`src/wfpd_pkg.sv`:
```
// Shared types and constants for the wall-follow PD steering unit.
// No dependencies; imported by every module of the block.
package wfpd_pkg;

  localparam int DistW = 12;
  localparam int ErrW  = 13;
  localparam int DeltaW = 14;
  localparam int KpW   = 10;
  localparam int KdW   = 12;
  localparam int CmdW  = 32;
  localparam int CfgIdxW = 3;

  // Bound on the sum of both diagonals for centering between two walls.
  localparam logic [DistW:0] BOTH_WALL_SUM_MAX = (DistW + 1)'(300);

  typedef enum logic [CfgIdxW-1:0] {
    REG_FOLLOW_MIN  = 3'd0,
    REG_FOLLOW_MAX  = 3'd1,
    REG_ALIGN_MIN   = 3'd2,
    REG_ALIGN_MAX   = 3'd3,
    REG_SIDE_TARGET = 3'd4,
    REG_SUCCESS_GAP = 3'd5,
    REG_GAIN_P      = 3'd6,
    REG_GAIN_D      = 3'd7
  } cfg_idx_t;

  typedef struct packed {
    logic [DistW-1:0] follow_min_dist;
    logic [DistW-1:0] follow_max_dist;
    logic [DistW-1:0] align_min_dist;
    logic [DistW-1:0] align_max_dist;
    logic [DistW-1:0] side_target_dist;
    logic [DistW-1:0] success_gap;
    logic [KpW-1:0]   gain_proportional;
    logic [KdW-1:0]   gain_derivative;
  } cfg_t;

  typedef struct packed {
    logic             follow_enable;
    logic             wall_front;
    logic             wall_left;
    logic             wall_right;
    logic [DistW-1:0] dist_front_left;
    logic [DistW-1:0] dist_front_right;
    logic [DistW-1:0] dist_diag_left;
    logic [DistW-1:0] dist_diag_right;
  } sensor_t;

  typedef struct packed {
    logic signed [ErrW-1:0]   err;
    logic signed [DeltaW-1:0] delta;
    logic                     success;
  } err_t;

  function automatic logic in_open_range(input logic [DistW-1:0] v,
                                         input logic [DistW-1:0] lo,
                                         input logic [DistW-1:0] hi);
    return (v > lo) && (v < hi);
  endfunction

endpackage

```
`src/wfpd_cfg_regs.sv`:
```
// Configuration register file of the wall-follow PD steering unit.
// Depends on wfpd_pkg for the register index codes and the cfg_t bundle.
module wfpd_cfg_regs import wfpd_pkg::*; (
  input  logic               clk,
  input  logic               rst,
  input  logic               cfg_valid,
  output logic               cfg_ready,
  input  logic [CfgIdxW-1:0] cfg_index,
  input  logic [DistW-1:0]   cfg_data,
  output cfg_t               cfg
);

  cfg_t regs;

  assign cfg_ready = 1'b1;
  assign cfg = regs;

  always_ff @(posedge clk) begin
    if (rst) begin
      regs.follow_min_dist   <= '0;
      regs.follow_max_dist   <= DistW'(4095);
      regs.align_min_dist    <= '0;
      regs.align_max_dist    <= DistW'(4095);
      regs.side_target_dist  <= '0;
      regs.success_gap       <= '0;
      regs.gain_proportional <= KpW'(8);
      regs.gain_derivative   <= KdW'(800);
    end else if (cfg_valid) begin
      case (cfg_idx_t'(cfg_index))
        REG_FOLLOW_MIN:  regs.follow_min_dist   <= cfg_data;
        REG_FOLLOW_MAX:  regs.follow_max_dist   <= cfg_data;
        REG_ALIGN_MIN:   regs.align_min_dist    <= cfg_data;
        REG_ALIGN_MAX:   regs.align_max_dist    <= cfg_data;
        REG_SIDE_TARGET: regs.side_target_dist  <= cfg_data;
        REG_SUCCESS_GAP: regs.success_gap       <= cfg_data;
        REG_GAIN_P:      regs.gain_proportional <= cfg_data[KpW-1:0];
        REG_GAIN_D:      regs.gain_derivative   <= cfg_data[KdW-1:0];
        default: ;
      endcase
    end
  end

endmodule

```
`src/wfpd_error_select.sv`:
```
// Error selection stage: priority rules, held error and success latch.
// Depends on wfpd_pkg; registers err_t for the PD stage.
module wfpd_error_select import wfpd_pkg::*; (
  input  logic    clk,
  input  logic    rst,
  input  cfg_t    cfg,
  input  logic    up_valid,
  output logic    up_stall,
  input  sensor_t sensor,
  output logic    dn_valid,
  input  logic    dn_stall,
  output err_t    dn_data
);

  // held_error also serves as the previous error: both take e every tick.
  logic signed [ErrW-1:0] held_error;
  logic signed [ErrW-1:0] held_error_next;
  logic                   success_latch;
  logic                   success_latch_next;
  logic                   load;

  logic                   take;
  logic signed [ErrW-1:0] cand;
  logic [ErrW-1:0]        cand_mag;
  logic                   front_ok;
  logic                   diag_l_ok;
  logic                   diag_r_ok;
  logic [DistW:0]         diag_sum;

  assign up_stall = dn_valid && dn_stall;
  assign load     = up_valid && !up_stall;

  always_comb begin
    front_ok  = in_open_range(sensor.dist_front_left, cfg.align_min_dist, cfg.align_max_dist) &&
                in_open_range(sensor.dist_front_right, cfg.align_min_dist, cfg.align_max_dist);
    diag_l_ok = in_open_range(sensor.dist_diag_left, cfg.follow_min_dist, cfg.follow_max_dist);
    diag_r_ok = in_open_range(sensor.dist_diag_right, cfg.follow_min_dist,
                              cfg.follow_max_dist);
    diag_sum  = {1'b0, sensor.dist_diag_left} + {1'b0, sensor.dist_diag_right};
    take = 1'b0;
    cand = '0;
    if (sensor.wall_front) begin
      // right wall wins; an out-of-range right diagonal holds the error
      cand = $signed({1'b0, sensor.dist_front_left}) - $signed({1'b0, sensor.dist_front_right});
      if (sensor.wall_right) begin
        take = diag_r_ok && front_ok;
      end else if (sensor.wall_left) begin
        take = diag_l_ok && front_ok;
      end
    end else if (sensor.wall_left && sensor.wall_right) begin
      cand = $signed({1'b0, sensor.dist_diag_right}) - $signed({1'b0, sensor.dist_diag_left});
      take = diag_sum < BOTH_WALL_SUM_MAX;
    end else if (sensor.wall_left) begin
      cand = $signed({1'b0, cfg.side_target_dist}) - $signed({1'b0, sensor.dist_diag_left});
      take = diag_l_ok;
    end else if (sensor.wall_right) begin
      cand = $signed({1'b0, sensor.dist_diag_right}) - $signed({1'b0, cfg.side_target_dist});
      take = diag_r_ok;
    end
    cand_mag = cand[ErrW-1] ? ErrW'(-cand) : ErrW'(cand);

    held_error_next    = held_error;
    success_latch_next = success_latch;
    if (!sensor.follow_enable) begin
      held_error_next = '0;
    end else if (take) begin
      held_error_next = cand;
      if (cand_mag < {1'b0, cfg.success_gap}) begin
        success_latch_next = 1'b1;
      end
    end
  end

  always_ff @(posedge clk) begin
    if (rst) begin
      held_error    <= '0;
      success_latch <= 1'b0;
      dn_valid      <= 1'b0;
    end else begin
      if (load) begin
        held_error    <= held_error_next;
        success_latch <= success_latch_next;
        dn_valid      <= 1'b1;
      end else if (!dn_stall) begin
        dn_valid <= 1'b0;
      end
    end
  end

  always_ff @(posedge clk) begin
    if (load) begin
      dn_data.err     <= held_error_next;
      dn_data.delta   <= DeltaW'(held_error_next) - DeltaW'(held_error);
      dn_data.success <= success_latch_next;
    end
  end

endmodule

```
`src/wfpd_pd_law.sv`:
```
// PD law stage: kp*e + kd*(e - e_prev) into the result register.
// Depends on wfpd_pkg for err_t and the field widths.
module wfpd_pd_law import wfpd_pkg::*; (
  input  logic                   clk,
  input  logic                   rst,
  input  cfg_t                   cfg,
  input  logic                   up_valid,
  output logic                   up_stall,
  input  err_t                   up_data,
  output logic                   out_valid,
  input  logic                   out_stall,
  output logic signed [CmdW-1:0] steer_command,
  output logic signed [ErrW-1:0] steer_error,
  output logic                   success_flag
);

  localparam int PTermW = KpW + 1 + ErrW;
  localparam int DTermW = KdW + 1 + DeltaW;
  localparam int SumW   = DTermW + 1;

  logic                     load;
  logic signed [PTermW-1:0] p_term;
  logic signed [DTermW-1:0] d_term;
  logic signed [SumW-1:0]   cmd_sum;

  assign up_stall = out_valid && out_stall;
  assign load     = up_valid && !up_stall;

  // Both products and their 28-bit sum fit inside 32 bits, so no clamp is needed.
  always_comb begin
    p_term  = $signed({1'b0, cfg.gain_proportional}) * up_data.err;
    d_term  = $signed({1'b0, cfg.gain_derivative}) * up_data.delta;
    cmd_sum = SumW'(p_term) + SumW'(d_term);
  end

  always_ff @(posedge clk) begin
    if (rst) begin
      out_valid <= 1'b0;
    end else if (load) begin
      out_valid <= 1'b1;
    end else if (!out_stall) begin
      out_valid <= 1'b0;
    end
  end

  always_ff @(posedge clk) begin
    if (load) begin
      steer_command <= CmdW'(cmd_sum);
      steer_error   <= up_data.err;
      success_flag  <= up_data.success;
    end
  end

endmodule

```
`src/wall_follow_pd_steering_unit.sv`:
```
// Top level of the wall-follow PD steering unit.
// Depends on wfpd_pkg, wfpd_cfg_regs, wfpd_error_select and wfpd_pd_law.
//
// One sensor tick enters on the input channel (in_valid / in_stall) with the
// enable flag, wall flags and four distances; one result leaves on the output
// channel (out_valid / out_stall) with the PD command, the error used and the
// success flag. A transfer happens on a clock edge with valid high, stall low.
// Pipeline: input register, error selection register, result register.
// A tick passes through these registers in that order; out_valid rises when the
// result register loads, and throughput is one tick per cycle while out_stall
// stays low. Each stage moves on when the stage after it is empty or moving,
// so a new tick is taken while a finished result still waits.
// When the receiver stalls, results and payloads hold and the stall ripples
// back stage by stage; in_stall rises once all three registers are full.
// Configuration writes (cfg_valid / cfg_ready, cfg_index, cfg_data) are
// always taken (cfg_ready is high); indexes follow the register list order.
// Reset (rst, synchronous) empties the pipeline, clears the held error and
// success latch, and loads the register defaults.
module wall_follow_pd_steering_unit import wfpd_pkg::*; (
  input  logic                   clk,
  input  logic                   rst,
  input  logic                   in_valid,
  output logic                   in_stall,
  input  logic                   follow_enable,
  input  logic                   wall_front,
  input  logic                   wall_left,
  input  logic                   wall_right,
  input  logic [DistW-1:0]       dist_front_left,
  input  logic [DistW-1:0]       dist_front_right,
  input  logic [DistW-1:0]       dist_diag_left,
  input  logic [DistW-1:0]       dist_diag_right,
  output logic                   out_valid,
  input  logic                   out_stall,
  output logic signed [CmdW-1:0] steer_command,
  output logic signed [ErrW-1:0] steer_error,
  output logic                   success_flag,
  input  logic                   cfg_valid,
  output logic                   cfg_ready,
  input  logic [CfgIdxW-1:0]     cfg_index,
  input  logic [DistW-1:0]       cfg_data
);

  cfg_t    cfg;
  sensor_t in_reg;
  logic    in_reg_valid;
  logic    sel_stall;
  logic    err_valid;
  logic    err_stall;
  err_t    err_data;
  logic    load;

  wfpd_cfg_regs u_cfg (
    .clk       (clk),
    .rst       (rst),
    .cfg_valid (cfg_valid),
    .cfg_ready (cfg_ready),
    .cfg_index (cfg_index),
    .cfg_data  (cfg_data),
    .cfg       (cfg)
  );

  assign in_stall = in_reg_valid && sel_stall;
  assign load     = in_valid && !in_stall;

  always_ff @(posedge clk) begin
    if (rst) begin
      in_reg_valid <= 1'b0;
    end else if (load) begin
      in_reg_valid <= 1'b1;
    end else if (!sel_stall) begin
      in_reg_valid <= 1'b0;
    end
  end

  always_ff @(posedge clk) begin
    if (load) begin
      in_reg.follow_enable    <= follow_enable;
      in_reg.wall_front       <= wall_front;
      in_reg.wall_left        <= wall_left;
      in_reg.wall_right       <= wall_right;
      in_reg.dist_front_left  <= dist_front_left;
      in_reg.dist_front_right <= dist_front_right;
      in_reg.dist_diag_left   <= dist_diag_left;
      in_reg.dist_diag_right  <= dist_diag_right;
    end
  end

  wfpd_error_select u_sel (
    .clk      (clk),
    .rst      (rst),
    .cfg      (cfg),
    .up_valid (in_reg_valid),
    .up_stall (sel_stall),
    .sensor   (in_reg),
    .dn_valid (err_valid),
    .dn_stall (err_stall),
    .dn_data  (err_data)
  );

  wfpd_pd_law u_pd (
    .clk           (clk),
    .rst           (rst),
    .cfg           (cfg),
    .up_valid      (err_valid),
    .up_stall      (err_stall),
    .up_data       (err_data),
    .out_valid     (out_valid),
    .out_stall     (out_stall),
    .steer_command (steer_command),
    .steer_error   (steer_error),
    .success_flag  (success_flag)
  );

endmodule
```
`config.mk`:
```
export PLATFORM = sky130hd
export DESIGN_NAME = wall_follow_pd_steering_unit
export DESIGN_NICKNAME = d
export VERILOG_FILES = /design/src/wfpd_pkg.sv /design/src/wfpd_cfg_regs.sv /design/src/wfpd_error_select.sv /design/src/wfpd_pd_law.sv /design/src/wall_follow_pd_steering_unit.sv
export SDC_FILE = /design/constraint.sdc
export NUM_CORES = 1
export LEC_CHECK = 0
export BUFFER_PORTS_ARGS = -buffer_cell sky130_fd_sc_hd__buf_2
export CORE_MARGIN = 2
export CORE_UTILIZATION = 45
export DETAILED_ROUTE_END_ITERATION = 7
export HOLD_SLACK_MARGIN = 0.05
export MAX_ROUTING_LAYER = met4
export PLACE_DENSITY_LB_ADDON = 0.3
export SETUP_SLACK_MARGIN = 0.2
export SYNTH_ARGS = -nofsm -noshare
export SYNTH_HDL_FRONTEND = slang
export SYNTH_HIERARCHICAL = 1
export SYNTH_SLANG_ARGS = --single-unit
```
`constraint.sdc`:
```
create_clock -name clk -period 10.65 [get_ports clk]
set_clock_uncertainty 0.05 [all_clocks]
set_input_delay 1.065 -clock clk [delete_from_list [all_inputs] [get_ports clk]]
set_output_delay 1.065 -clock clk [all_outputs]
set_load 0.03 [all_outputs]
```
== Yosys cells after proc, flatten, opt, wreduce, memory -nomap -nowiden ==
Index checks and enable logic that the tools add are counted.

* $add $sub $neg: 8
* $mul: 2
* Order comparisons: 10
* Eq/ne operators: 10
* Multiplexer cells: 22
* Reduce and logical (&&, ||, !) cells: 26

{| class="wikitable"
|+ Operator list
! cell !! count
|-
| $mux W13 || 7
|-
| $sub A12 B12 Y13 || 4
|-
| $gt A12 B12 Y1 || 4
|-
| $lt A12 B12 Y1 || 4
|-
| $add A24 B27 Y28 || 1
|-
| $mul A13 B14 Y27 || 1
|-
| $mul A11 B13 Y24 || 1
|-
| $reduce_and A2 Y1 || 8
|-
| $mux W1 || 15
|-
| $logic_and A1 B1 Y1 || 14
|-
| $sub A13 B13 Y14 || 1
|-
| $add A12 B12 Y13 || 1
|-
| $lt A13 B12 Y1 || 1
|-
| $lt A13 B9 Y1 const B || 1
|-
| $neg A13 Y13 || 1
|-
| $eq A3 B3 Y1 const B || 4
|-
| $eq A3 B2 Y1 const B || 2
|-
| $ne A2 B1 Y1 const B || 2
|-
| $eq A3 B1 Y1 const B || 1
|-
| $logic_not A1 Y1 || 3
|-
| $logic_not A3 Y1 || 1
|-
| $ne A2 B2 Y1 const B || 1
|}

* Flip-flop bits (word level): 233
* Bits of input ports: 72

== Longest topological paths before layout ==
Gate-level depths: netlist of the first run.

* Depth in word-level cells: 11
* Depth in mapped cells: 25
* Depth with buffers taken out: 22

== By module ==
The synthesis of the first run kept the hierarchy.

{| class="wikitable"
|+ By module, submodules not included
! module !! times used !! cells each !! area an instance (um2) !! sequential area each (um2)
|-
| wfpd_pd_law || 1 || 1355 || 13416.6 || 1281.2
|-
| wfpd_error_select || 1 || 1091 || 8498.2 || 1141.1
|-
| wfpd_cfg_regs || 1 || 338 || 3652.3 || 1881.8
|-
| wall_follow_pd_steering_unit || 1 || 57 || 1607.8 || 1581.5
|}

== Least setup slack after synthesis of the first run ==
Ideal clock, no wire load.

* Path type: reg2reg
* Start: register u_cfg.regs, in the netlist u_cfg/cfg[13]
* End: register u_pd.steer_command[21] (data pin)
* Arrival: 5.976 ns
* Required time: 10.338 ns
* Path slack: 4.363 ns
* Stages on the path, launching flop included: 22
* Path buffers: 2
* Clock period less this slack: 6.287 ns
* Cell sequence: dfxtp_1 clkbuf_1 and2_1 fa_1 inv_1 fa_1 fa_1 inv_1 fa_1 fa_1 fa_1 inv_1 fa_1 inv_1 ha_1 clkbuf_1 a21o_1 a211o_1 o22a_1 o21ai_1 o21ai_1 xor2_1

* Longest elaborated chain between the ends: 2

{| class="wikitable"
|+ RTL lines
! item !! RTL line !! source
|-
| start, declared || wfpd_cfg_regs.sv:13 || <nowiki>cfg_t regs;</nowiki>
|-
| $mul A11 B13 Y24 || wfpd_pd_law.sv:31 || <nowiki>p_term = $signed({1'b0, cfg.gain_proportional}) * up_data.err;</nowiki>
|-
| $add A24 B27 Y28 || wfpd_pd_law.sv:33 || <nowiki>cmd_sum = SumW'(p_term) + SumW'(d_term);</nowiki>
|-
| net u_pd.cmd_sum[21] || wfpd_pd_law.sv:24 || <nowiki>logic signed [SumW-1:0] cmd_sum;</nowiki>
|-
| end signal, assigned || wfpd_pd_law.sv:48 || <nowiki>steer_command <= CmdW'(cmd_sum);</nowiki>
|-
| end, declared || wfpd_pd_law.sv:12 || <nowiki>output logic signed [CmdW-1:0] steer_command,</nowiki>
|}

The timed path passes the listed nets, and every way through them passes these cells.
A chain may end at the register's enable or synchronous reset.

== Worst setup path after layout of the first run ==
* Start: register u_cfg.regs, in the netlist u_cfg/cfg[12]
* End: register u_pd/steer_command[27] (netlist name)

* Longest elaborated chain between the ends: 2

{| class="wikitable"
|+ RTL lines
! item !! RTL line
|-
| $mul A11 B13 Y24 || wfpd_pd_law.sv:31
|-
| $add A24 B27 Y28 || wfpd_pd_law.sv:33
|-
| net u_pd.cmd_sum[27] || wfpd_pd_law.sv:24
|}

The timed path passes the listed nets, and every way through them passes these cells.

==> impl_metrics.tcl, run 1 <==
set metrics [dict create \
    ctsHoldBuffers 0 \
    clock_sinks 233 \
    drc 0 \
    synthTopCellsByArea "fa_1 25%, edfxtp_1 13%, ha_1 13%, dfxtp_1 8.2%, inv_1 7.3%" \
    hold_ws_ns 0.371 \
    overflow 0 \
    syn_to_final_growth_pct 8.31 \
    yosysTopAreaCell "fa_1" \
    die-area_mm2 0.0624 \
    htreeDepth 1 \
    cp_max_fo 14 \
    tns_ns 0 \
    min_period_ns 6.83 \
    hold_path.class "reg2reg" \
    dp.cells 3648 \
    finalNetCount 3588 \
    fmax_ghz 0.146 \
    ctsResizeCount 0 \
    portBuffers 119 \
    cts_made_buffers 30 \
    multiInputGateArea_mm2 0.0189 \
    grt_pass1_wl_um 114000 \
    synth_area_mm2 0.0272 \
    drv_cap 0 \
    yosys.area.top_type_share_pct 25.2 \
    power_density_mw_per_mm2 248 \
    crit_family "adder cells" \
    arrival_ns 7.11 \
    grt_max_degree 72 \
    crit_top_cell "fa_1" \
    grt_pass1_vias 21400 \
    die-width_um 250 \
    final-instance-count-excl-fill 3703 \
    synth_edf_count 122 \
    max_stage_delay_ns 0.63 \
    ctsRootBufferMaster "clkbuf_16" \
    endpoint_kind "register" \
    cts.clk_slew.worst_paths_ns 0.06 \
    largest_register_ff_count 94 \
    maxSlewViolCount 0 \
    wl_per_cell_um 19.3 \
    fillerInstances 5524 \
    critical_path_class "reg2reg" \
    synth_seq_cells 233 \
    crit_buf_inv 5 \
    p_total_mw 7.29 \
    yosysWarnings 6 \
    first_pass_iters 5 \
    p_leak_nw 14.1 \
    status "completed" \
    n_antenna_cell 0 \
    viasPerCell 5.44 \
    synth.avg_cell_area_um2 9.57 \
    hpwl_um 57500 \
    ant_nets 0 \
    num_vias 20100 \
    row_count 90 \
    cp_cell_sequence "nand2_1 > inv_1 > fa_1 > inv_1 > fa_1 > fa_1 > inv_1 > fa_1 > fa_1 > fa_1 > inv_1 > fa_1 > inv_1 > ha_1 > a21oi_1 > o21ai_0 > o41ai_1 > a41oi_1 > xnor2_1" \
    hold_viol_final 0 \
    ir_drop_v 0.000287 \
    grt_setup_unrepaired "no" \
    regArea_mm2 0.00589 \
    syn_inst 2841 \
    crit_required_ns 10.93 \
    ys.flop_type "edfxtp_1" \
    setup_viol 0 \
    critPathLaunchType "register" \
    cp_slowest_cell "dfxtp_1" \
    place_congestion 0.942 \
    coreArea_mm2 0.0600 \
    cts_buffer_depth 3 \
    initial_core_util_pct 45.3 \
    cts_tree "done" \
    worstMarginPinSlew_ns 1.16 \
    async_flop_share_pct 0 \
    timing.final.crit_share_pct 64.1 \
    drive_above_1_share_pct 7.05 \
    wl_um 71400 \
    drt_iter0_drc 1214 \
    ys_seq_area_share_pct 21.7 \
    postCtsSetupRepairBufs 0 \
    slew_headroom_pct 22.0 \
    clkLatencyLatePin_ns 0.60 \
    grt_usage_pct 23.7 \
    syn-num-nets 3531 \
    io_pins 121 \
    antenna_found_initial 0 \
    die-height_um 250 \
    yosysUniqueCellTypes 91 \
]
[final cells by class]
type	instances	area share (%)
multi-input combinational	1969	64.1
sequential	233	20.0
inverter	535	6.82
tap	782	3.32
clock buffer	44	3.22
timing repair buffer	129	2.29
clock inverter	11	0.293
[stage by stage]
stage | util [%] | worst slack, ns | cell area [µm²]
final | 49.0 | 3.82 | 29400
after global routing | 49.0 | 3.53 | 29400
after detailed placement | 47.3 | 3.87 | 28400
after floorplan | - | 4.36 | 27200
after global placement | 47.3 | 4.02 | 28400
after CTS | 49.0 | 3.87 | 29400
[synthesized netlist by cell type, drive strengths merged, types with 18 or more instances]
cell type  number
nor3           35
mux2i         104
edfxtp        122
xnor2          57
dfxtp         111
o21ai          85
nand2b         93
a41oi          18
xor2           19
nor2          138
a211oi         26
a21oi         104
ha            276
nand4          21
nor2b          24
inv           533
a31oi          18
nand2         176
clkbuf         76
fa            342
and2          188
buf            28
a21o           35
[report_power, final]
group	internal, mW	switching, mW	leakage [nW]
logic	2.08	2.83	11.5
registers	1.23	0.0991	2.06
clock network	0.619	0.438	0.512
[cells in the final DEF, fill, tap and decap left out, types with 21 or more instances in the layout]
master	instances
a211oi_1	24
a21o_1	35
a21oi_1	103
and2_1	187
buf_2	118
clkbuf_16	34
dfxtp_1	111
edfxtp_1	122
fa_1	342
ha_1	276
inv_1	532
mux2i_1	104
nand2_1	176
nand2b_1	93
nand4_1	21
nor2_1	138
nor2b_1	21
nor3_1	35
o21ai_0	75
xnor2_1	57
[worst register-to-register path: stages, from the launching register on]
cell and delay (ns):
dfxtp_1 0.63, nand2_1 0.19, inv_1 0.16, fa_1 0.47
inv_1 0.21, fa_1 0.49, fa_1 0.55, inv_1 0.05
fa_1 0.49, fa_1 0.46, fa_1 0.51, inv_1 0.05
fa_1 0.47, inv_1 0.04, ha_1 0.36, a21oi_1 0.24
o21ai_0 0.16, o41ai_1 0.59, a41oi_1 0.24, xnor2_1 0.18
[layer usage]
| layer | up-vias | part of all wire [%] | global-route usage (%) |
|---|---|---|---|
| li1 | 9441 | - | - |
| met1 | 9964 | 43 | 29.3 |
| met2 | 584 | 48 | 40.5 |
| met3 | 159 | 4.5 | 2.39 |
| met4 | 0 | 3.8 | 8.06 |
| met5 | - | 0 | - |
[path summary, 6_finish.rpt]
check | from | end | slack [ns] | depth (start not counted)
min reg2reg | u_sel/dn_data[0] | u_pd/success_flag | 0.37 | 0
max | u_cfg/cfg[12] | u_pd/steer_command[27] | 3.82 | 19
max reg2reg | u_cfg/cfg[12] | u_pd/steer_command[27] | 3.82 | 19
min | u_sel/dn_data[0] | u_pd/success_flag | 0.37 | 0
[cell families after synthesis]
logic type                 Yosys count  share of synthesized area (%)
AOI/OAI and AO/OA                  421                           10.6
xor gates and xnor gates            76                           2.45
adders and majority gates          618                           37.9
buffers and inverters              639                           9.04
DFF                                233                           21.7
muxes                              105                           3.87
other                                1                         0.0138
and+or+nand+nor                    748                           14.4
(Power assumes the default switching activity.)
==> run 2: changes to the inputs <==
ABC_AREA = 1   (was default)
clock period = 6.8 ns   (was 10.65 ns; I/O delays follow)
==> impl_metrics.tcl, run 2 <==
set metrics [dict create \
    synthTopCellsByArea "fa_1 24%, edfxtp_1 13%, nand2_1 13%, inv_1 12%, ha_1 12%" \
    hpwl_um 63600 \
    drive_above_1_share_pct 7.96 \
    slew_headroom_pct 32.8 \
    min_period_ns 6.23 \
    die-height_um 257 \
    timing.final.crit_share_pct 91.6 \
    cts_buffer_depth 3 \
    drv_cap 0 \
    power_density_mw_per_mm2 405 \
    endpoint_kind "register" \
    ant_nets 0 \
    worstMarginPinSlew_ns 1.01 \
    grt_pass1_vias 23400 \
    place_area_mm2 0.0301 \
    fin_area_mm2 0.0312 \
    clock_sinks 233 \
    ys_seq_area_share_pct 20.5 \
    synth_area_mm2 0.0288 \
    postLayoutSetupSlackWorst_ns 0.574 \
    synth_seq_cells 233 \
    hold_path.class "in2reg" \
    io_pins 121 \
    grt_pass1_wl_um 124000 \
    status "completed" \
    largest_register_ff_count 94 \
    syn_inst 3786 \
    coreArea_mm2 0.0631 \
    ys.flop_type "edfxtp_1" \
    syn-num-nets 4476 \
    yosysWarnings 6 \
    n_antenna_cell 0 \
    p_leak_nw 17.6 \
    cp_max_fo 14 \
    fmax_ghz 0.161 \
    wl_per_cell_um 16.3 \
    synth_edf_count 122 \
    first_pass_iters 7 \
    cts_made_buffers 31 \
    initial_core_util_pct 45.6 \
    place_congestion 0.979 \
    drt_iter0_drc 1769 \
    maxSlewViolCount 0 \
    yosys.area.top_type_share_pct 23.8 \
    hp-start "dist_front_left[1]" \
    syn_to_final_growth_pct 8.41 \
    wl_um 76900 \
    synth_most_common_cell "nand2_1" \
    ir_drop_v 0.000546 \
    yosysUniqueCellTypes 46 \
    overflow 0 \
    critPathLaunchType "register" \
    cts_tree "done" \
    fillerInstances 6327 \
    pre_cts_ws_ns 0.524 \
    crit_required_ns 7.10 \
    ctsHoldBuffers 0 \
    arrival_ns 6.53 \
    htreeDepth 1 \
    async_flop_share_pct 0 \
    mostFrequentLayoutCells "964 x nand2_1, 939 x inv_1, 342 x fa_1" \
    hold_viol_final 0 \
    viasPerCell 4.91 \
    ctsRootBufferMaster "clkbuf_16" \
    finalNetCount 4548 \
    setup_viol 0 \
    antenna_found_initial 0 \
    die-area_mm2 0.0659 \
    die-width_um 257 \
    num_vias 23200 \
    drc 0 \
    clkLatencyLatePin_ns 0.61 \
    layout_commonest_cell "nand2_1" \
    grt_max_degree 95 \
    r2r-start "u_cfg/cfg[18]" \
    cts.clk_slew.worst_paths_ns 0.07 \
    yosysTopAreaCell "fa_1" \
    synth.avg_cell_area_um2 7.60 \
    portBuffers 119 \
    row_count 92 \
    grt_usage_pct 24.3 \
    critical_path_class "reg2reg" \
    grt_setup_unrepaired "yes" \
    startpoint "u_cfg/cfg[18]" \
    tns_ns 0 \
    yosys-top-cells-count "964 x nand2_1, 940 x inv_1, 342 x fa_1" \
]
## run 2: cell count changes in the layout (fill, tap and decap cells not counted), sizes merged, moves of 92 or more
cell and delta:
nand2 +817, nand3 +235, nand2b -92, and2 -186, nor2 +118, mux2i -104
inv +435
## run 2: worst max-delay path, cell delays in order (launching register included)
cell and delay (ns):
dfxtp_1 0.63, nand2_1 0.18, fa_1 0.66, inv_1 0.11, fa_1 0.53, inv_1 0.07, fa_1 0.50, inv_1 0.05
fa_1 0.43, fa_1 0.53, fa_1 0.55, inv_1 0.05, fa_1 0.47, inv_1 0.04, ha_1 0.37, nand2_1 0.12
nor2_1 0.15, nand2_1 0.08, nor2_1 0.09, nand2_1 0.06, nand3_1 0.12, inv_2 0.04, nand2_1 0.05, nand2_1 0.05
## run 2: timing repair
item / 4_1_cts / 5_1_grt
setup buffers: 0 / 1
endpoints found under the hold margin: 0 / 0
endpoints found under the setup margin: 0 / 4
gates resized for setup: 0 / 2
## run 2: where the power goes
| group | switching [mW] | internal (mW) |
|---|---|---|
| combinational | 5.57 | 3.24 |
| clock | 0.700 | 1.04 |
| sequential | 0.155 | 1.93 |
## run 2: metal layers
layer / routed length (µm) / track usage (%)
met5: 0 / -
met2: 36900 / 41.0
met1: 34000 / 31.3
met3: 3970 / 2.70
met4: 2020 / 5.96
## run 2: per-stage QoR
stage / utilization (%) / power [mW] / hold slack [ns] / instances
floorplan: - / 8.85 / 0.350 / 3786
global placement: 47.7 / 10.8 / 0.359 / 4670
detailed placement: 47.7 / 10.9 / 0.373 / 4670
CTS: 49.4 / 12.7 / 0.165 / 4728
global route: 49.4 / 14.1 / 0.165 / 4729
finish: 49.4 / 12.6 / 0.191 / 4729
## run 2: worst paths after layout
| path | to | slack (ns) | cells past startpoint |
|---|---|---|---|
| worst min register to register | u_pd/success_flag | 0.38 | 0 |
| worst max register to register | u_pd/steer_command[27] | 0.57 | 23 |
| worst max-delay path | u_pd/steer_command[27] | 0.57 | 23 |
| worst min-delay path | in_reg[37] | 0.19 | 1 |
## run 2: cell families (layout without fill, tap and decap cells)
kind of cell,Yosys count,count (layout),synth area share (%)
simple gates,1578,1578,23.2
xor+xnor,42,42,1.28
buf+inv,1072,1169,14.4
flops,233,233,20.5
other cells,1,1,0.0130
fa+ha+maj,618,618,35.8
compound gates,242,242,4.83
## run 2: cell type report
class | instances | area [µm²] | area share (%)
clock buffers | 37 | 838 | 2.69
clock inverters | 21 | 234 | 0.750
inverters | 966 | 3630 | 11.6
multi-input cells | 2481 | 18700 | 60.1
flip-flops and latches | 233 | 5890 | 18.9
well taps | 846 | 1060 | 3.39
repair buffers | 145 | 791 | 2.54
